### src/sv/quad_corner_validator_defines.svh
// ----------------------------------------------------------------------------
// Quad corner validator assertion macros
// Shared concurrent assertion forms, clocked on clk and quiet during reset.
// ----------------------------------------------------------------------------
`ifndef QUAD_CORNER_VALIDATOR_DEFINES_SVH
`define QUAD_CORNER_VALIDATOR_DEFINES_SVH

// Same-cycle implication, sampled at the rising edge of clk
`define QCV_ASSERT_IMP(lbl, ante, cons, msg) \
	lbl: assert property (@(posedge clk) disable iff (!arst_n) (ante) |-> (cons)) \
		else $error(msg);

// Implication whose consequent is delayed by the dly argument
`define QCV_ASSERT_DLY(lbl, ante, dly, cons, msg) \
	lbl: assert property (@(posedge clk) disable iff (!arst_n) (ante) |-> ##dly (cons)) \
		else $error(msg);

`endif

### src/sv/qcv_pkg.sv
// ----------------------------------------------------------------------------
// Quad corner validator package
// Widths, codes, reset values and the orientation test table of the block.
// ----------------------------------------------------------------------------
package qcv_pkg;

	// Fixed point format of the corner coordinates
	localparam int COORD_FRAC_BITS = 4;
	localparam int COORD_W         = 20;
	localparam int SIZE_W          = 14;
	localparam int MIN_AREA_W      = 16;
	localparam int CFG_W           = 16;
	localparam int CFG_IDX_W       = 2;
	localparam int STATUS_W        = 3;

	// Frame limit in fixed point and the signed compare width that holds both
	localparam int LIM_W = SIZE_W + COORD_FRAC_BITS;
	localparam int CMP_W = ((COORD_W > LIM_W) ? COORD_W : LIM_W) + 1;

	// Orientation test widths
	localparam int DIFF_W  = COORD_W + 1;
	localparam int TPROD_W = 2 * DIFF_W;
	localparam int TURN_W  = TPROD_W + 1;

	// Shoelace widths
	localparam int SPROD_W = 2 * COORD_W;
	localparam int TERM_W  = SPROD_W + 1;
	localparam int PAIR_W  = TERM_W + 1;
	localparam int AREA_W  = PAIR_W + 1;

	localparam int N_CORNERS  = 4;
	localparam int N_TURNS    = 8;
	localparam int PIPE_DEPTH = 6;

	// Register reset values
	localparam logic [SIZE_W-1:0]     CAL_WIDTH_RST  = SIZE_W'(1280);
	localparam logic [SIZE_W-1:0]     CAL_HEIGHT_RST = SIZE_W'(1024);
	localparam logic [MIN_AREA_W-1:0] MIN_AREA_RST   = MIN_AREA_W'(2048);

	typedef logic signed [COORD_W-1:0] coord_t;

	typedef struct packed {
		coord_t x;
		coord_t y;
	} corner_t;

	typedef logic [1:0] corner_idx_t;

	typedef enum logic [STATUS_W-1:0] {
		ST_OK      = 3'd0,
		ST_SIZE    = 3'd1,
		ST_OUTSIDE = 3'd2,
		ST_CROSS   = 3'd3,
		ST_DEGEN   = 3'd4,
		ST_ORDER   = 3'd5
	} status_t;

	typedef enum logic [CFG_IDX_W-1:0] {
		CFG_CAL_WIDTH  = 2'd0,
		CFG_CAL_HEIGHT = 2'd1,
		CFG_MIN_AREA   = 2'd2
	} cfg_idx_t;

	// Outcome of one orientation test: sign of the turn, and turn zero with
	// the test corner inside the box of the edge
	typedef struct packed {
		logic pos;
		logic neg;
		logic touch;
	} turn_flags_t;

	// Corners (a, b, c) of each orientation test, corners numbered
	// bottom-left, top-left, top-right, bottom-right.
	// Tests 0..3: edge BL-TL against edge TR-BR.
	// Tests 4..7: edge TL-TR against edge BR-BL.
	localparam corner_idx_t TURN_A [N_TURNS] =
		'{2'd0, 2'd0, 2'd2, 2'd2, 2'd1, 2'd1, 2'd3, 2'd3};
	localparam corner_idx_t TURN_B [N_TURNS] =
		'{2'd1, 2'd1, 2'd3, 2'd3, 2'd2, 2'd2, 2'd0, 2'd0};
	localparam corner_idx_t TURN_C [N_TURNS] =
		'{2'd2, 2'd3, 2'd0, 2'd1, 2'd3, 2'd0, 2'd1, 2'd2};

endpackage

### src/sv/qcv_turn.sv
// ----------------------------------------------------------------------------
// Quad corner validator orientation test
// Three-stage pipeline giving the sign of the turn a->b->c and whether c
// lies on segment a-b (zero turn inside the bounding box of a and b).
// ----------------------------------------------------------------------------
module qcv_turn (
	input  logic                  clk,
	input  qcv_pkg::corner_t      a,
	input  qcv_pkg::corner_t      b,
	input  qcv_pkg::corner_t      c,
	output qcv_pkg::turn_flags_t  flags
);
	import qcv_pkg::*;

	logic signed [DIFF_W-1:0]  dbx_s2, dby_s2, dcx_s2, dcy_s2;
	logic                      box_s2;
	logic signed [TPROD_W-1:0] pa_s3, pb_s3;
	logic                      box_s3;
	logic signed [TURN_W-1:0]  turn_c;
	turn_flags_t               flags_s4;
	logic                      box_c;

	// Test c against the bounding box of a and b, limits inclusive
	assign box_c = (c.x >= a.x || c.x >= b.x) && (c.x <= a.x || c.x <= b.x) &&
	               (c.y >= a.y || c.y >= b.y) && (c.y <= a.y || c.y <= b.y);

	// Take the edge vectors
	always_ff @(posedge clk) begin
		dbx_s2 <= DIFF_W'(b.x) - DIFF_W'(a.x);
		dby_s2 <= DIFF_W'(b.y) - DIFF_W'(a.y);
		dcx_s2 <= DIFF_W'(c.x) - DIFF_W'(a.x);
		dcy_s2 <= DIFF_W'(c.y) - DIFF_W'(a.y);
		box_s2 <= box_c;
	end

	// Form the two cross products
	always_ff @(posedge clk) begin
		pa_s3  <= dbx_s2 * dcy_s2;
		pb_s3  <= dby_s2 * dcx_s2;
		box_s3 <= box_s2;
	end

	assign turn_c = TURN_W'(pa_s3) - TURN_W'(pb_s3);

	// Reduce the turn to its sign and the on-segment flag
	always_ff @(posedge clk) begin
		flags_s4.pos   <= !turn_c[TURN_W-1] && (turn_c != '0);
		flags_s4.neg   <= turn_c[TURN_W-1];
		flags_s4.touch <= (turn_c == '0) && box_s3;
	end

	assign flags = flags_s4;

endmodule

### config.mk
export PLATFORM = sky130hd
export DESIGN_NAME = qcv_turn
export DESIGN_NICKNAME = d
export VERILOG_FILES = /design/src/sv/quad_corner_validator_defines.svh /design/src/sv/qcv_pkg.sv /design/src/sv/qcv_turn.sv
export SDC_FILE = /design/constraint.sdc
export NUM_CORES = 2
export LEC_CHECK = 0
export BUFFER_PORTS_ARGS = -buffer_cell sky130_fd_sc_hd__buf_2
export CORE_MARGIN = 5
export CORE_UTILIZATION = 45
export DETAILED_ROUTE_END_ITERATION = 6
export PLACE_DENSITY = 0.57
export SYNTH_ARGS = -nofsm -noshare
export SYNTH_HDL_FRONTEND = slang
export SYNTH_SLANG_ARGS = --single-unit
### constraint.sdc
create_clock -name clk -period 8.1 [get_ports clk]
set_input_delay 1.62 -clock clk [delete_from_list [all_inputs] [get_ports clk]]
set_output_delay 1.62 -clock clk [all_outputs]
set_load 0.01 [all_outputs]
# Word level (Yosys, flattened, before mapping)
# Cells that the tools add are included.
# totals
reg_bits,173
in_bits,121
word_cells,38
# op_classes
add_sub_neg,5
multipliers,2
magnitude_cmp,8
reduce_logical,12
# op_table
cell,count
$mul 21x21->42,2
$sub 20x20->21,4
$ge 20x20->1,4
$le 20x20->1,4
$logic_not 43->1,1
$reduce_bool 43->1,1
$sub 42x42->43,1
$logic_and 1x1->1,5
$logic_or 1x1->1,4
$logic_not 1->1,1

# Logic depth before layout (Yosys ltp)
# depth
ltp_word,5
mapped_depth,28

# Least setup slack after synthesis
# OpenSTA, ideal clock, no wires.
# synth_timing
path_kind,reg2reg
start,register dbx_s2[20]
end,register pa_s3[41]
setup_ps,72
arrival_time_ps,6861
path_slack_ps,1166
path_stages_with_launch,27
synth_period_minus_slack_ps,6934
cell_sequence,dfxtp_1 -> clkbuf_1 -> nand2_1 -> fa_1 -> inv_1 -> fa_1 -> inv_1 -> fa_1 -> inv_1 -> fa_1 -> fa_1 -> fa_1 -> inv_1 -> fa_1 -> inv_1 -> ha_1 -> a21o_1 -> a21o_1 -> a21o_1 -> a21o_1 -> a2111oi_0 -> nand3_1 -> a31oi_1 -> nor2b_1 -> o21a_1 -> o41ai_1 -> xnor2_1
# synth_between
elab_chain_cells,1
# synth_lines
element,line,rtl
from (decl),qcv_turn.sv:15,"logic signed [DIFF_W-1:0] dbx_s2, dby_s2, dcx_s2, dcy_s2;"
from (signal assigned),qcv_turn.sv:29,dbx_s2 <= DIFF_W'(b.x) - DIFF_W'(a.x);
$mul 21x21->42,qcv_turn.sv:38,pa_s3 <= dbx_s2 * dcy_s2;
to (signal assigned),qcv_turn.sv:38,
to (decl),qcv_turn.sv:17,"logic signed [TPROD_W-1:0] pa_s3, pb_s3;"
# No other way between the ends.

# Worst setup path in the final report
# layout_timing
start,register dcy_s2[3]
end,register pa_s3[40]
# layout_between
elab_chain_cells,1
# layout_lines
element,line,rtl
from (decl),qcv_turn.sv:15,
from (signal assigned),qcv_turn.sv:32,dcy_s2 <= DIFF_W'(c.y) - DIFF_W'(a.y);
$mul 21x21->42,qcv_turn.sv:38,
# No other way between the ends.

==> results_dict.tcl <==
set metrics [dict create \
    status "finished clean" \
    max_stage_delay_ps 790 \
    dr_total_vias 32300 \
    number_of_maximum_capacitance_violations 0 \
    pin_count_of_the_biggest_net_entering_global_routing 22 \
    grt_use_total 0.242 \
    post_drt_wl_per_cell_microns 19.2 \
    yosys_register_bits 173 \
    synthTopCellsByCount "sky130_fd_sc_hd__inv_1, sky130_fd_sc_hd__fa_1, sky130_fd_sc_hd__nand2_1" \
    critical_path.most_common_cell "sky130_fd_sc_hd__fa_1" \
    worst_path_clk_slew_ps 100 \
    fin_nets 6391 \
    setup_viol 0 \
    dpl_worst_slack_ps 457 \
    synth_top_family_by_area "adder cells" \
    ant_nets 0 \
    clock_tree.buffer_depth 2 \
    multiplexer_share_of_the_synthesized_area 0.00215 \
    nets_in_the_synthesized_netlist 6336 \
    kind_of_start_point_of_the_critical_path "flip-flop" \
    worst_r2r_path_depth 20 \
    grt_setup_unrepaired "false" \
    synth_area_leader_cell "sky130_fd_sc_hd__fa_1" \
    area_delta_synth_final_pct 6.67 \
    clock-sinks 173 \
    rows 114 \
    totalWireLength_mm 120 \
    grt_pass1_vias 34700 \
    synth_cell_area_sq_mm 0.0437 \
    grt.met1_usage 0.341 \
    cts_root_buf "sky130_fd_sc_hd__clkbuf_16" \
    synth-seq-area-share 0.0793 \
    min-delay-path-class "flip-flop to flip-flop" \
    tritoncts "yes" \
    place.gp.congestion 0.925 \
    synthMostInstantiatedCell "sky130_fd_sc_hd__inv_1" \
    finish.cell_count_without_fillers 6253 \
    rr_startpoint "dcy_s2[3]" \
    cts_setup_buffers 0 \
    start_util 0.452 \
    final-max-slew-violation-count 0 \
    num_io_pins 124 \
    max_freq_ghz 0.129 \
    timing.setup.critical_path_class "flip-flop to flip-flop" \
    clock_skew_ps 24.1 \
    die_x_microns 322 \
    port_buffers 123 \
    yosys_warnings 0 \
    grt_first_pass_wirelength_mm 195 \
    globalRouteMet2Util 0.407 \
    worst_pin_slew_ps 1150 \
    cp.arrival_ps 8140 \
    worst_slew_margin_rel 0.224 \
    fraction_of_registers_with_async_set_or_reset_after_synthesis 0 \
    clkLatencyLatePin_ps 510 \
    yosys.area_share.simple 0.149 \
    critical_path_cell_sequence "nand2_1 -> fa_1 -> fa_1 -> fa_1 -> inv_1 -> fa_1 -> fa_1 -> inv_1 -> fa_1 -> fa_1 -> inv_1 -> ha_1 -> nand2_1 -> or3_1 -> or2_2 -> o211ai_1 -> a41o_1 -> o31a_1 -> nor3_1 -> a211o_1" \
    post-dp-hpwl_mm 105 \
    design.die.area_sq_mm 0.103 \
    fillCellCount 9512 \
    worst-r2r-setup-slack_ps 350 \
    post_cts_resize_count 0 \
    endpoint_kind "flip-flop" \
    yosys.area_share.xor_xnor 0.0311 \
    final_period_minus_worst_setup_slack_ps 7750 \
    dominantRegCellSynth "sky130_fd_sc_hd__dfxtp_1" \
    critical_path.slowest_cell "sky130_fd_sc_hd__dfxtp_1" \
    holdPathEnd "box_s3" \
    hold_buffer_count_at_cts 0 \
    grt_busiest_layer "met2" \
    route.detailed.drc 0 \
    timing.final.hold_violations 0 \
    met3_resource_use_gr 0.0342 \
    crit_path_max_fanout 21 \
    post_synth_fa_ha_maj_area_fraction 0.534 \
    synth_compound_area_frac 0.0863 \
    place_inst 6218 \
    final.period_utilization 0.957 \
    number_of_antenna_violations_at_the_first_check_in_global_routing 6 \
    hold_start "box_s2" \
    area_fraction_of_the_dominant_cell_type_after_synthesis 0.423 \
    detailedRoute.firstIterationViolations 1808 \
    synthesis.instances 4906 \
    final.setup.tns_ps 0 \
    ys_types 81 \
    global_route.overflow_total 0 \
    drive_gt1_frac 0.0573 \
    worstPathRequired_ps 8490 \
    cts_max_level 4 \
    min_delay_path_depth 0 \
    fp.dieH_microns 322 \
    vias_per_cell 5.16 \
    number_of_synthesized_flops_with_an_enable_pin 0 \
    drt-pass1-iter-count 5 \
    critical_path.reg2reg.endpoint "pa_s3[40]" \
    synth.area.top_cells "sky130_fd_sc_hd__fa_1, sky130_fd_sc_hd__ha_1, sky130_fd_sc_hd__inv_1" \
    worst_slack_ps 348 \
    synth.avg_cell_area_sq_um 8.90 \
    cts_made_buffers 17 \
    total_core_area_sq_mm 0.0966 \
]
cell usage in the layout, fill, tap and decap left out, types with 8 or more instances in the layout:
cell type / count
sky130_fd_sc_hd__inv_1: 1189
sky130_fd_sc_hd__fa_1: 923
sky130_fd_sc_hd__nand2_1: 536
sky130_fd_sc_hd__and2_1: 404
sky130_fd_sc_hd__ha_1: 386
sky130_fd_sc_hd__dfxtp_1: 173
sky130_fd_sc_hd__a21oi_1: 161
sky130_fd_sc_hd__nor2_1: 130
sky130_fd_sc_hd__buf_2: 123
sky130_fd_sc_hd__xnor2_1: 111
sky130_fd_sc_hd__o21ai_0: 104
sky130_fd_sc_hd__buf_4: 99
sky130_fd_sc_hd__a21o_1: 86
sky130_fd_sc_hd__nand3_1: 45
sky130_fd_sc_hd__xor2_1: 44
sky130_fd_sc_hd__nand2b_1: 38
sky130_fd_sc_hd__nor3_1: 35
sky130_fd_sc_hd__o21a_1: 33
sky130_fd_sc_hd__nor2b_1: 30
sky130_fd_sc_hd__nand4_1: 29
sky130_fd_sc_hd__o21bai_1: 26
sky130_fd_sc_hd__a31oi_1: 20
sky130_fd_sc_hd__clkbuf_16: 17
sky130_fd_sc_hd__a211oi_1: 16
sky130_fd_sc_hd__a21boi_0: 15
sky130_fd_sc_hd__o31ai_1: 12
sky130_fd_sc_hd__or3_1: 12
sky130_fd_sc_hd__and3_1: 11
sky130_fd_sc_hd__o2111ai_1: 10
sky130_fd_sc_hd__nor4_1: 9
sky130_fd_sc_hd__o31a_1: 8
sky130_fd_sc_hd__o211ai_1: 8
worst max-delay path: cells and delay by family (launching register included):
family / cells / cell delay (ps)
AO/OA/AOI/OAI: 4 / 1030
adder cells (fa/ha/maj): 8 / 4160
buffers and inverters: 3 / 500
flip-flops: 1 / 790
AND/OR/NAND/NOR: 5 / 1150
flip-flops by register name, indices dropped and copies added (netlist names):
register / count
dby_s2: 21
pb_s3: 42
dcy_s2: 21
flags: 3
pa_s3: 42
dbx_s2: 21
box_s2: 1
dcx_s2: 21
box_s3: 1
how the worst max path moves through the flow:
stage | from | end | slack [ps] | cells past startpoint
2_1_floorplan | dbx_s2[20] | pa_s3[41] | 1170 | 26
3_3_place_gp | dcy_s2[3] | pa_s3[40] | 530 | 20
3_5_place_dp | dcy_s2[3] | pa_s3[40] | 460 | 20
4_1_cts | dcy_s2[3] | pa_s3[40] | 410 | 20
5_1_grt | dcy_s2[3] | pa_s3[40] | 30 | 20
6_report | dcy_s2[3] | pa_s3[40] | 350 | 20
through the flow:
| stage | hold WS [ps] | util | area, sq um |
|---|---|---|---|
| 4_1_cts | 337 | 0.482 | 46600 |
| 3_3_place_gp | 313 | 0.476 | 46000 |
| 3_5_place_dp | 319 | 0.476 | 46000 |
| 5_1_grt | 349 | 0.482 | 46600 |
| 2_1_floorplan | 310 | - | 43700 |
| 6_report | 337 | 0.482 | 46600 |
kinds of logic (layout without fill, tap and decap cells):
kind of cell / count (synthesis) / in the layout
xor+xnor: 155 / 155
fa+ha+maj: 1309 / 1309
buf+inv: 1379 / 1447
mux: 9 / 9
flops: 173 / 173
simple gates: 1310 / 1310
other cells: 0 / 3
compound gates: 571 / 571
layer usage:
layer  share of wire  wire length, microns  up-vias
met2            0.48                 57800      704
met3           0.049                  5930      104
met1            0.45                 54300    16500
met4           0.017                  2100        6
met5         0.00028                    34        -
li1                -                     -    15000
final cells by class:
cell class,count,area [sq um],share of cell area
antenna,3,7.51,0.000161
timing repair buffer,224,1400,0.0300
clock inverter,15,198,0.00424
clock buffer,17,425,0.00913
inverter,1191,4470,0.0960
sequential,173,3460,0.0744
tap,1276,1600,0.0343
multi-input combinational,3354,35000,0.752
Power is not shown: default switching activity piles up to over one toggle a cycle in this logic, so the estimate is an artifact.
